$ cat config.mk
export PLATFORM = sky130hd
export DESIGN_NAME = i2c_master_bit_sequencer_unit
export DESIGN_NICKNAME = d
export VERILOG_FILES = /design/src/design/i2cmbs_pkg.sv /design/src/design/i2c_master_bit_sequencer_unit.sv
export SDC_FILE = /design/constraint.sdc
export NUM_CORES = 1
export LEC_CHECK = 0
export CAP_MARGIN = 30
export CORE_ASPECT_RATIO = 0.6
export CORE_MARGIN = 3
export CORE_UTILIZATION = 29
export CTS_CLUSTER_DIAMETER = 200
export DETAILED_ROUTE_END_ITERATION = 10
export DONT_BUFFER_PORTS = 1
export PLACE_DENSITY = 0.39
export SETUP_SLACK_MARGIN = 0.3
export SYNTH_ARGS = -nofsm -noshare
export SYNTH_HDL_FRONTEND = slang
export SYNTH_SLANG_ARGS = --single-unit
$ cat constraint.sdc
create_clock -name clk -period 4.1 [get_ports clk]
set_clock_uncertainty 0.2 [all_clocks]
set_input_delay 0.615 -clock clk [delete_from_list [all_inputs] [get_ports clk]]
set_output_delay 0.615 -clock clk [all_outputs]
set_load 0.03 [all_outputs]
$ cat src/design/i2cmbs_pkg.sv
// Shared types and constants for the I2C master bit sequencer.
package i2cmbs_pkg;

	// Command codes carried in the opcode field.
	typedef enum logic [2:0] {
		OP_START    = 3'd0,
		OP_STOP     = 3'd1,
		OP_WRITE    = 3'd2,
		OP_WAIT_ACK = 3'd3,
		OP_READ     = 3'd4
	} opcode_t;

	// Sequencer phases, one-hot coded.
	typedef enum logic [15:0] {
		PH_IDLE     = 16'h0001,
		PH_S_SDALOW = 16'h0002,
		PH_S_SCLLOW = 16'h0004,
		PH_T_HIGH   = 16'h0008,
		PH_FINISH   = 16'h0010,
		PH_W_DATA   = 16'h0020,
		PH_W_SCLH   = 16'h0040,
		PH_W_SCLL   = 16'h0080,
		PH_A_SCLH   = 16'h0100,
		PH_A_POLL   = 16'h0200,
		PH_R_SCLH   = 16'h0400,
		PH_R_SAMPLE = 16'h0800,
		PH_R_SCLL   = 16'h1000,
		PH_K_SETUP  = 16'h2000,
		PH_K_SCLH   = 16'h4000,
		PH_K_SCLL   = 16'h8000
	} phase_t;

	// Configuration register indexes.
	typedef enum logic {
		REG_HALF_PERIOD = 1'b0,
		REG_ACK_TIMEOUT = 1'b1
	} reg_index_t;

	localparam logic [15:0] HALF_PERIOD_RST = 16'd5;
	localparam logic [7:0]  ACK_TIMEOUT_RST = 8'd250;
	localparam int          TDATA_W         = 16;

endpackage

$ cat src/design/i2c_master_bit_sequencer_unit.sv
// Top level of the I2C master bit sequencer: tick-driven bus sequencer with output skid stage.
//
// Usage: every transfer on the slave stream is one tick of the bus sequencer. It carries
// a command-valid flag, an opcode (start, stop, write byte, wait for acknowledge, read
// byte), the byte to send, the acknowledge choice for reads and the sampled SDA level.
// A command is taken only while the sequencer is idle; otherwise the flag is ignored.
// Every tick produces exactly one result transfer on the master stream with the SCL
// level, the SDA level and output enable, busy, a done pulse, the received byte and
// the acknowledge failure flag.
// The result of a tick is registered in the output register, or in the skid register when the output is held.
// Throughput: one tick per clock cycle while s_axis_tready is high; the next-state logic is a
// single pass from the sequencer registers and the incoming tick to the result register.
// Stall: when the receiver holds tready low, one further result is kept in a skid
// register, after which s_axis_tready drops until the receiver takes a result.
// Reset: arst_n clears the sequencer to idle with SCL and SDA high and SDA driven,
// restores half_period to 5 and ack_timeout to 250, and empties the output stage.
// Users write configuration on cfg_we/cfg_index/cfg_wdata while the block is idle; unenforced.
module i2c_master_bit_sequencer_unit
	import i2cmbs_pkg::*;
(
	input  logic                 clk,
	input  logic                 arst_n,
	// Configuration write port.
	input  logic                 cfg_we,
	input  logic                 cfg_index,
	input  logic [15:0]          cfg_wdata,
	// Tick input stream.
	input  logic                 s_axis_tvalid,
	output logic                 s_axis_tready,
	// [0] cmd_valid, [3:1] opcode, [11:4] tx_byte, [12] send_ack, [13] sda_in, [15:14] zero
	input  logic [TDATA_W-1:0]   s_axis_tdata,
	// Result output stream.
	output logic                 m_axis_tvalid,
	input  logic                 m_axis_tready,
	// [0] scl, [1] sda_out, [2] sda_oe, [3] busy_res, [4] done_res, [12:5] rx_byte,
	// [13] ack_failed, [15:14] zero
	output logic [TDATA_W-1:0]   m_axis_tdata
);

	// Configuration registers.
	logic [15:0] half_period_q;
	logic [7:0]  ack_timeout_q;

	// Sequencer state.
	phase_t      phase_q, phase_d;
	logic [2:0]  cmd_q, cmd_d;
	logic [15:0] delay_q, delay_d;
	logic [3:0]  bit_count_q, bit_count_d;
	logic [7:0]  shift_q, shift_d;
	logic [7:0]  poll_q, poll_d;
	logic        ack_choice_q, ack_choice_d;
	logic        scl_q, scl_d;
	logic        sda_q, sda_d;
	logic        sda_en_q, sda_en_d;

	// Output stage and skid register.
	logic                 out_valid_q, skid_valid_q;
	logic [TDATA_W-1:0]   out_data_q, skid_data_q;

	// Unpacked input fields.
	logic        in_cmd_valid;
	opcode_t     in_opcode;
	logic [7:0]  in_tx_byte;
	logic        in_send_ack;
	logic        in_sda;

	logic        in_fire, out_fire;
	logic [15:0] delay_load;
	logic [3:0]  bit_count_inc;
	logic        res_done, res_fail;
	logic [7:0]  res_rx;
	logic [TDATA_W-1:0] res_data;

	assign in_cmd_valid = s_axis_tdata[0];
	assign in_opcode    = opcode_t'(s_axis_tdata[3:1]);
	assign in_tx_byte   = s_axis_tdata[11:4];
	assign in_send_ack  = s_axis_tdata[12];
	assign in_sda       = s_axis_tdata[13];

	assign s_axis_tready = !skid_valid_q;
	assign in_fire       = s_axis_tvalid && s_axis_tready;
	assign out_fire      = out_valid_q && m_axis_tready;
	assign m_axis_tvalid = out_valid_q;
	assign m_axis_tdata  = out_data_q;

	// A half period of zero behaves as one tick.
	assign delay_load    = (half_period_q == 16'd0) ? 16'd1 : half_period_q;
	assign bit_count_inc = bit_count_q + 4'd1;

	// Configuration writes.
	always_ff @(posedge clk or negedge arst_n) begin
		if (!arst_n) begin
			half_period_q <= HALF_PERIOD_RST;
			ack_timeout_q <= ACK_TIMEOUT_RST;
		end else if (cfg_we) begin
			case (reg_index_t'(cfg_index))
				REG_HALF_PERIOD: half_period_q <= cfg_wdata;
				REG_ACK_TIMEOUT: ack_timeout_q <= cfg_wdata[7:0];
				default: ;
			endcase
		end
	end

	// Next-state logic for one tick.
	always_comb begin
		phase_d      = phase_q;
		cmd_d        = cmd_q;
		delay_d      = delay_q;
		bit_count_d  = bit_count_q;
		shift_d      = shift_q;
		poll_d       = poll_q;
		ack_choice_d = ack_choice_q;
		scl_d        = scl_q;
		sda_d        = sda_q;
		sda_en_d     = sda_en_q;
		res_done     = 1'b0;
		res_rx       = 8'd0;
		res_fail     = 1'b0;

		if (phase_q == PH_IDLE) begin
			// Accept a known command; its first edges are driven on this tick.
			if (in_cmd_valid && (in_opcode inside {[OP_START:OP_READ]})) begin
				cmd_d   = in_opcode;
				delay_d = delay_load;
				case (in_opcode)
					OP_START: begin
						sda_en_d = 1'b1;
						sda_d    = 1'b1;
						scl_d    = 1'b1;
						phase_d  = PH_S_SDALOW;
					end
					OP_STOP: begin
						sda_en_d = 1'b1;
						scl_d    = 1'b0;
						sda_d    = 1'b0;
						phase_d  = PH_T_HIGH;
					end
					OP_WRITE: begin
						sda_en_d    = 1'b1;
						scl_d       = 1'b0;
						shift_d     = in_tx_byte;
						bit_count_d = 4'd0;
						phase_d     = PH_W_DATA;
					end
					OP_WAIT_ACK: begin
						sda_en_d = 1'b0;
						sda_d    = 1'b1;
						poll_d   = 8'd0;
						phase_d  = PH_A_SCLH;
					end
					default: begin
						sda_en_d     = 1'b0;
						shift_d      = 8'd0;
						bit_count_d  = 4'd0;
						ack_choice_d = in_send_ack;
						scl_d        = 1'b0;
						phase_d      = PH_R_SCLH;
					end
				endcase
			end
		end else if (delay_q > 16'd1) begin
			delay_d = delay_q - 16'd1;
		end else begin
			// Delay expired: perform the action of the current phase.
			delay_d = 16'd0;
			case (phase_q)
				PH_S_SDALOW: begin
					sda_d   = 1'b0;
					delay_d = delay_load;
					phase_d = PH_S_SCLLOW;
				end
				PH_S_SCLLOW: begin
					scl_d    = 1'b0;
					res_done = 1'b1;
					phase_d  = PH_IDLE;
				end
				PH_T_HIGH: begin
					scl_d   = 1'b1;
					sda_d   = 1'b1;
					delay_d = delay_load;
					phase_d = PH_FINISH;
				end
				PH_FINISH: begin
					res_fail = (cmd_q == OP_WAIT_ACK);
					res_done = 1'b1;
					phase_d  = PH_IDLE;
				end
				PH_W_DATA: begin
					sda_d   = shift_q[7];
					shift_d = {shift_q[6:0], 1'b0};
					delay_d = delay_load;
					phase_d = PH_W_SCLH;
				end
				PH_W_SCLH: begin
					scl_d   = 1'b1;
					delay_d = delay_load;
					phase_d = PH_W_SCLL;
				end
				PH_W_SCLL: begin
					scl_d       = 1'b0;
					bit_count_d = bit_count_inc;
					delay_d     = delay_load;
					phase_d     = bit_count_inc[3] ? PH_FINISH : PH_W_DATA;
				end
				PH_A_SCLH: begin
					scl_d   = 1'b1;
					delay_d = delay_load;
					phase_d = PH_A_POLL;
				end
				PH_A_POLL: begin
					if (!in_sda) begin
						scl_d    = 1'b0;
						res_done = 1'b1;
						phase_d  = PH_IDLE;
					end else if (poll_q >= ack_timeout_q) begin
						// Timed out: send a stop and report the failure at its end.
						sda_en_d = 1'b1;
						scl_d    = 1'b0;
						sda_d    = 1'b0;
						delay_d  = delay_load;
						phase_d  = PH_T_HIGH;
					end else begin
						poll_d = poll_q + 8'd1;
					end
				end
				PH_R_SCLL: begin
					scl_d   = 1'b0;
					delay_d = delay_load;
					phase_d = PH_R_SCLH;
				end
				PH_R_SCLH: begin
					scl_d   = 1'b1;
					delay_d = delay_load;
					phase_d = PH_R_SAMPLE;
				end
				PH_R_SAMPLE: begin
					shift_d     = {shift_q[6:0], in_sda};
					bit_count_d = bit_count_inc;
					delay_d     = delay_load;
					phase_d     = bit_count_inc[3] ? PH_K_SETUP : PH_R_SCLL;
				end
				PH_K_SETUP: begin
					scl_d    = 1'b0;
					sda_en_d = 1'b1;
					sda_d    = !ack_choice_q;
					delay_d  = delay_load;
					phase_d  = PH_K_SCLH;
				end
				PH_K_SCLH: begin
					scl_d   = 1'b1;
					delay_d = delay_load;
					phase_d = PH_K_SCLL;
				end
				PH_K_SCLL: begin
					scl_d    = 1'b0;
					res_rx   = shift_q;
					res_done = 1'b1;
					phase_d  = PH_IDLE;
				end
				default: begin
					phase_d = PH_IDLE;
				end
			endcase
		end
	end

	// Result word for this tick.
	assign res_data = {2'b00, res_fail, res_rx, res_done, (phase_d != PH_IDLE),
		sda_en_d, sda_d, scl_d};

	// Sequencer registers advance once per accepted tick.
	always_ff @(posedge clk or negedge arst_n) begin
		if (!arst_n) begin
			phase_q      <= PH_IDLE;
			cmd_q        <= 3'd0;
			delay_q      <= 16'd0;
			bit_count_q  <= 4'd0;
			shift_q      <= 8'd0;
			poll_q       <= 8'd0;
			ack_choice_q <= 1'b0;
			scl_q        <= 1'b1;
			sda_q        <= 1'b1;
			sda_en_q     <= 1'b1;
		end else if (in_fire) begin
			phase_q      <= phase_d;
			cmd_q        <= cmd_d;
			delay_q      <= delay_d;
			bit_count_q  <= bit_count_d;
			shift_q      <= shift_d;
			poll_q       <= poll_d;
			ack_choice_q <= ack_choice_d;
			scl_q        <= scl_d;
			sda_q        <= sda_d;
			sda_en_q     <= sda_en_d;
		end
	end

	// Output register with a skid register behind it.
	always_ff @(posedge clk or negedge arst_n) begin
		if (!arst_n) begin
			out_valid_q  <= 1'b0;
			skid_valid_q <= 1'b0;
		end else if (out_fire || !out_valid_q) begin
			if (skid_valid_q) begin
				out_valid_q  <= 1'b1;
				skid_valid_q <= 1'b0;
			end else begin
				out_valid_q <= in_fire;
			end
		end else if (in_fire) begin
			skid_valid_q <= 1'b1;
		end
	end

	always_ff @(posedge clk) begin
		if (out_fire || !out_valid_q) begin
			if (skid_valid_q) begin
				out_data_q <= skid_data_q;
			end else begin
				out_data_q <= res_data;
			end
		end else if (in_fire) begin
			skid_data_q <= res_data;
		end
	end

	// The skid register only fills behind a held result.
	a_skid_behind_out: assert property (@(posedge clk) disable iff (!arst_n)
		skid_valid_q |-> out_valid_q)
		else $error("skid register holds a result with the output register empty");

	// A tick taken while a result waits lands in the skid register.
	a_stall_to_skid: assert property (@(posedge clk) disable iff (!arst_n)
		(in_fire && out_valid_q && !m_axis_tready) |=> skid_valid_q)
		else $error("result of a stalled tick was not kept");

	// The done tick reports the sequencer idle.
	a_done_not_busy: assert property (@(posedge clk) disable iff (!arst_n)
		(out_valid_q && out_data_q[4]) |-> !out_data_q[3])
		else $error("done result also reports busy");

	// The bit counter never passes one byte.
	a_bit_count_range: assert property (@(posedge clk) disable iff (!arst_n)
		bit_count_q <= 4'd8)
		else $error("bit counter beyond eight");

endmodule

; Word-level counts from Yosys, hierarchy flattened
; Cells that the tools add are included.
[totals]
reg_bits = 113
out_inout_bits = 18
inputBits = 38
wordCells = 153
[op_classes]
addsub = 3
order_cmp = 4
n_mux = 68
bitwise = 3
n_eq_ne = 26
reduce_logical = 33
[ops]
columns = op, n
row1 = 16-bit one-hot mux with 12 select lines, 1
row2 = 16-bit two-way mux, 11
row3 = 8-bit two-way mux, 13
row4 = 11-bit one-hot mux with 4 select lines, 1
row5 = 16-bit one-hot mux with 2 select lines, 1
row6 = 8-bit one-hot mux with 2 select lines, 2
row7 = 14-bit two-way mux, 2
row8 = 1-bit two-way mux, 25
row9 = 4-bit two-way mux, 5
row10 = 16-bit by 1-bit equality test with 1-bit output (second input constant), 1
row11 = 16-bit by 10-bit equality test with 1-bit output (second input constant), 1
row12 = 16-bit by 11-bit equality test with 1-bit output (second input constant), 1
row13 = 16-bit by 12-bit equality test with 1-bit output (second input constant), 1
row14 = 16-bit by 13-bit equality test with 1-bit output (second input constant), 1
row15 = 16-bit by 14-bit equality test with 1-bit output (second input constant), 1
row16 = 16-bit by 15-bit equality test with 1-bit output (second input constant), 1
row17 = 16-bit equality test (second input constant), 1
row18 = 16-bit by 2-bit equality test with 1-bit output (second input constant), 1
row19 = 16-bit by 3-bit equality test with 1-bit output (second input constant), 1
row20 = 16-bit by 4-bit equality test with 1-bit output (second input constant), 1
row21 = 16-bit by 5-bit equality test with 1-bit output (second input constant), 1
row22 = 16-bit by 6-bit equality test with 1-bit output (second input constant), 1
row23 = 16-bit by 7-bit equality test with 1-bit output (second input constant), 1
row24 = 16-bit by 8-bit equality test with 1-bit output (second input constant), 1
row25 = 35 further kinds, 61

; Longest topological paths before layout
[depth]
word_depth = 8
depth_mapped = 11

; Least setup slack after synthesis
; OpenSTA, ideal clock, no wires.
[synth_path]
kind = register to register
from = register ack_timeout_q[5]
to = register delay_q[15]
arrival_time_ns = 2.491
path_stages_with_launch = 11
period_less_slack_ns = 2.823
setup_time_ns = 0.132
required_time_ns = 3.768
setup_slack_ns = 1.277
cell_sequence = dfstp_2 -> inv_1 -> ha_1 -> a21o_1 -> a221oi_1 -> o21ai_0 -> a31oi_1 -> nand4b_4 -> o221ai_2 -> buf_6 -> o211ai_2
[synth_via]
elab_chain_len = 6
[synth_lines]
columns = item, line_no
row1 = start: declaration, i2c_master_bit_sequencer_unit.sv:42  ; logic [7:0] ack_timeout_q;
row2 = start signal: assignment, i2c_master_bit_sequencer_unit.sv:98  ; REG_ACK_TIMEOUT: ack_timeout_q <= cfg_wdata[7:0];
row3 = 8-bit >= comparator, i2c_master_bit_sequencer_unit.sv:215  ; end else if (poll_q >= ack_timeout_q) begin
row4 = 16-bit two-way mux, i2c_master_bit_sequencer_unit.sv:215
row5 = 16-bit two-way mux, i2c_master_bit_sequencer_unit.sv:211  ; if (!in_sda) begin
row6 = 16-bit one-hot mux with 2 select lines, i2c_master_bit_sequencer_unit.sv:166  ; case (phase_q)
row7 = 16-bit two-way mux, i2c_master_bit_sequencer_unit.sv:161  ; end else if (delay_q > 16'd1) begin
row8 = 16-bit two-way mux, i2c_master_bit_sequencer_unit.sv:120  ; if (phase_q == PH_IDLE) begin
row9 = end signal: assignment, i2c_master_bit_sequencer_unit.sv:287  ; delay_q <= delay_d;
row10 = end: declaration, i2c_master_bit_sequencer_unit.sv:47  ; logic [15:0] delay_q, delay_d;
; Every way passes these cells.
; A chain may end at the register's enable or synchronous reset.

; Worst setup path after layout
[layout_path]
from = register phase_q[2]
to = register out_data_q[0] (netlist: m_axis_tdata[0]) (data pin)
[layout_via]
elab_chain_len = 6
word_cells_on_any_way = 18
classes_between = eq/ne (12) / mux (4) / reduce/logical (2)
[layout_lines]
columns = item, line_no
row1 = start: declaration, i2c_master_bit_sequencer_unit.sv:45  ; phase_t phase_q, phase_d;
row2 = start signal: assignment, i2c_master_bit_sequencer_unit.sv:285  ; phase_q <= phase_d;
row3 = "16-bit by 14-bit equality test with 1-bit output, or another cell as far along", i2c_master_bit_sequencer_unit.sv:166
row4 = 5-bit OR reduction (no source line), -
row5 = 1-bit one-hot mux with 3 select lines, i2c_master_bit_sequencer_unit.sv:166
row6 = 1-bit two-way mux, i2c_master_bit_sequencer_unit.sv:161
row7 = 1-bit two-way mux *, i2c_master_bit_sequencer_unit.sv:120
row8 = via res_data[0], i2c_master_bit_sequencer_unit.sv:72  ; logic [TDATA_W-1:0] res_data;
row9 = 14-bit two-way mux *, i2c_master_bit_sequencer_unit.sv:317  ; if (skid_valid_q) begin
row10 = end signal: assignment, i2c_master_bit_sequencer_unit.sv:318  ; out_data_q <= skid_data_q;
row11 = end signal: assignment, i2c_master_bit_sequencer_unit.sv:320  ; out_data_q <= res_data;
row12 = end: declaration, i2c_master_bit_sequencer_unit.sv:58  ; logic [TDATA_W-1:0] out_data_q, skid_data_q;
; The timed path passes the listed nets; every way through them passes the cells marked *.

==> results.json <==
{
  "cts_buffers": 17,
  "grtUsageTotal_pct": 17.3,
  "seqPwrFrac_pct": 36.2,
  "yosysTopAreaCell": "dfrtp_1",
  "cp_slowest_cell": "o311ai_0",
  "cts.sink_count": 113,
  "fp.dieW_um": 198,
  "vias_per_cell": 5.30,
  "synth.area.top_cells": "dfrtp_1 (29%), edfxtp_1 (13%), mux2_2 (5.3%)",
  "ys_warn_count": 0,
  "core-area_um2": 21300,
  "fin_crit_ns": 3.40,
  "synth.ff_latch_count": 113,
  "power.switching_w": 0.00165,
  "synth_commonest_cells": "nand2_1 (77), dfrtp_1 (73), o21ai_0 (61), nor2_1 (49), inv_1 (31)",
  "setup-tns-final_ns": 0,
  "design_area_um2": 7440,
  "place_hpwl_um": 14600,
  "placed_cell_area_um2": 6800,
  "synth-seq-area-share_pct": 46.6,
  "fillers": 2164,
  "die_h_um": 121,
  "fmax_mhz": 294,
  "async_flop_share_pct": 75.2,
  "netlist.area_leader.share_pct": 28.5,
  "synth_cells": 664,
  "drc": 0,
  "nNetsFinal": 731,
  "ant_nets": 0,
  "cp_num_buf_inv": 0,
  "synthToLayoutAreaGrowth_pct": 16.2,
  "status": "finished clean",
  "arrival_ns": 3.50,
  "critical_path.max_stage_delay_ns": 0.82,
  "clk_path_buf_depth": 2,
  "place_inst": 938,
  "clkTransAtPathRegs_ns": 0.06,
  "final-hold-violation-count": 0,
  "row_count": 41,
  "cpLargestDelayFamily": "simple AND/OR/NAND/NOR gates",
  "drtIter0Drc": 535,
  "crit_path_start": "phase_q[2]$_DFFE_PN0P_",
  "worstReg2RegStart": "phase_q[2]$_DFFE_PN0P_",
  "avgSynthCellArea_um2": 9.64,
  "yosysMostFrequentCell": "nand2_1",
  "cap_viol_max_count": 0,
  "slew_headroom_pct": 37.4,
  "power_density_nw_per_um2": 604,
  "dieArea_um2": 24000,
  "stdcell_count": 973,
  "final-setup-viol-count": 0,
  "grt_pass1_wl_um": 30900,
  "hold_depth": 2,
  "cts_tree": "built",
  "gp_congestion": 0.926,
  "drv_slew": 0,
  "crit_type": "flip-flop to flip-flop",
  "clk_latency_ns": 0.43,
  "pwr-share-clk_pct": 33.6,
  "swShare_pct": 36.7,
  "p_comb_share_pct": 30.2,
  "postCtsSetupBuffers": 0,
  "synth-edff-count": 28,
  "portBuffers": 0,
  "rsz0062_at_grt": "no",
  "worst-path-max-fanout": 9,
  "total_leakage_power_nw": 3.02,
  "worst_ep_required_time_ns": 4.20,
  "rr_worst_depth": 6,
  "power_w": 0.00449,
  "initial_core_util_pct": 30.0,
  "ys.flop_type": "dfrtp_1",
  "layout-drive-gt1-share_pct": 19.2,
  "ctsResizeCount": 0,
  "worstHoldStart": "s_axis_tvalid",
  "wl_um": 19500,
  "grt_max_degree": 86,
  "dr_total_vias": 5159,
  "path_cells": "or4_1, or4_4, o311ai_0, a22oi_1, nand2_1, mux2_2",
  "drtPass1Iterations": 5,
  "antenna_found_initial": 1,
  "fin_crit_sh_pct": 82.9,
  "internal-power_w": 0.00284,
  "antennaDiodeCount": 0,
  "yosysUniqueCellTypes": 71,
  "cp-end-kind": "flip-flop",
  "ios": 56,
  "routedWlPerCell_um": 20.0,
  "hold_path.class": "input pin to flip-flop",
  "cts_root_buf": "clkbuf_16",
  "htreeDepth": 4,
  "syn-cell-area_um2": 6400,
  "vdd_ir_drop_max_mv": 0.277,
  "path_depth": 6,
  "worstMarginPinSlew_ns": 0.927,
  "grt_remaining_overflow": 0,
  "start_kind": "flip-flop",
  "grt_pass1_vias": 4998
}
registers in the layout, indices dropped and copies added, names as in the netlist:
register       count
delay_q           16
half_period_q     16
phase_q           16
m_axis_tdata      14
skid_data_q       14
ack_timeout_q      8
poll_q             8
shift_q            8
bit_count_q        4
cmd_q              3
ack_choice_q       1
m_axis_tvalid      1
scl_q              1
sda_en_q           1
sda_q              1
skid_valid_q       1
final timing paths:
check / to / slack [ns]
min in group asynchronous: half_period_q[12]$_DFFE_PN0P_ / 0.56
setup / recovery: m_axis_tdata[0]$_DFFE_PN_ / 0.70
hold / removal: m_axis_tvalid$_DFFE_PN0N_ / 0.10
hold reg to reg: bit_count_q[2]$_DFFE_PN0P_ / 0.29
max in group asynchronous: ack_timeout_q[6]$_DFFE_PN1P_ / 2.74
setup reg to reg: m_axis_tdata[0]$_DFFE_PN_ / 0.70
final cells by class:
cell class	instances	area [µm²]	area share (%)
Clock buffer	17	425	5.72
Clock inverter	15	168	2.25
Inverter	31	116	1.56
Multi-Input combinational cell	489	3150	42.3
Sequential cell	113	2980	40.1
Tap cell	279	349	4.69
Timing Repair Buffer	29	251	3.38
layout by cell type (no fill, tap or decap), types with 3 or more instances in the layout:
cell	instances
a21o_1	3
a21oi_1	29
a22oi_1	6
a31oi_1	6
and2_1	14
and3_1	13
buf_4	25
bufinv_16	3
clkbuf_16	17
clkinv_1	3
clkinvlp_4	4
dfrtp_1	73
dfstp_2	12
edfxtp_1	28
ha_1	12
inv_1	31
mux2_2	30
nand2_1	77
nand2b_1	7
nand3_1	18
nand3b_1	3
nand4_1	14
nor2_1	49
nor2b_1	3
nor3_1	23
nor4_1	10
nor4_2	3
nor4_4	4
nor4b_1	8
o211ai_1	6
o21ai_0	61
o21ai_1	6
o21ai_2	9
o31ai_1	8
or3_1	6
or4_1	3
or4_4	3
xor2_1	8
layer usage:
metal | share of wire (%) | GRT usage (%) | vias to the layer above
li1 | - | - | 2455
met1 | 55 | 28.8 | 2514
met2 | 36 | 20.3 | 164
met3 | 7.2 | 5.16 | 26
met4 | 1.4 | 4.99 | 0
met5 | 0 | 0 | -
logic make-up after synthesis:
logic type	after synthesis	share of synthesized area, %
flops	113	46.6
xor+xnor	10	1.37
compound gates	158	15.7
buf+inv	63	4.32
mux	32	5.59
simple gates	275	24.0
fa+ha+maj	12	2.35
other cells	1	0.0586
stage by stage:
stage | setup slack [ns] | util [%] | hold WS (ns)
finish | 0.700 | 34.9 | 0.103
global route | 0.462 | 34.9 | 0.103
global placement | 0.658 | 31.8 | 0.122
CTS | 0.736 | 34.8 | 0.0802
detailed placement | 0.742 | 31.8 | 0.122
floorplan | 1.28 | - | 0.119
power groups by stage:
stage,registers (W),logic [W],clock network [W]
2_1_floorplan,0.00153,0.000969,0
3_3_place_gp,0.00163,0.00131,0
3_5_place_dp,0.00164,0.00130,0
4_1_cts,0.00162,0.00134,0.00155
5_1_grt,0.00166,0.00150,0.00160
6_report,0.00162,0.00136,0.00151
timing repair:
action,4_1_cts,5_1_grt
hold buffers,2,0
setup endpoints to repair,0,0
endpoints found under the hold margin,85,0
No activity file was read; power rests on OpenSTA's default activity.
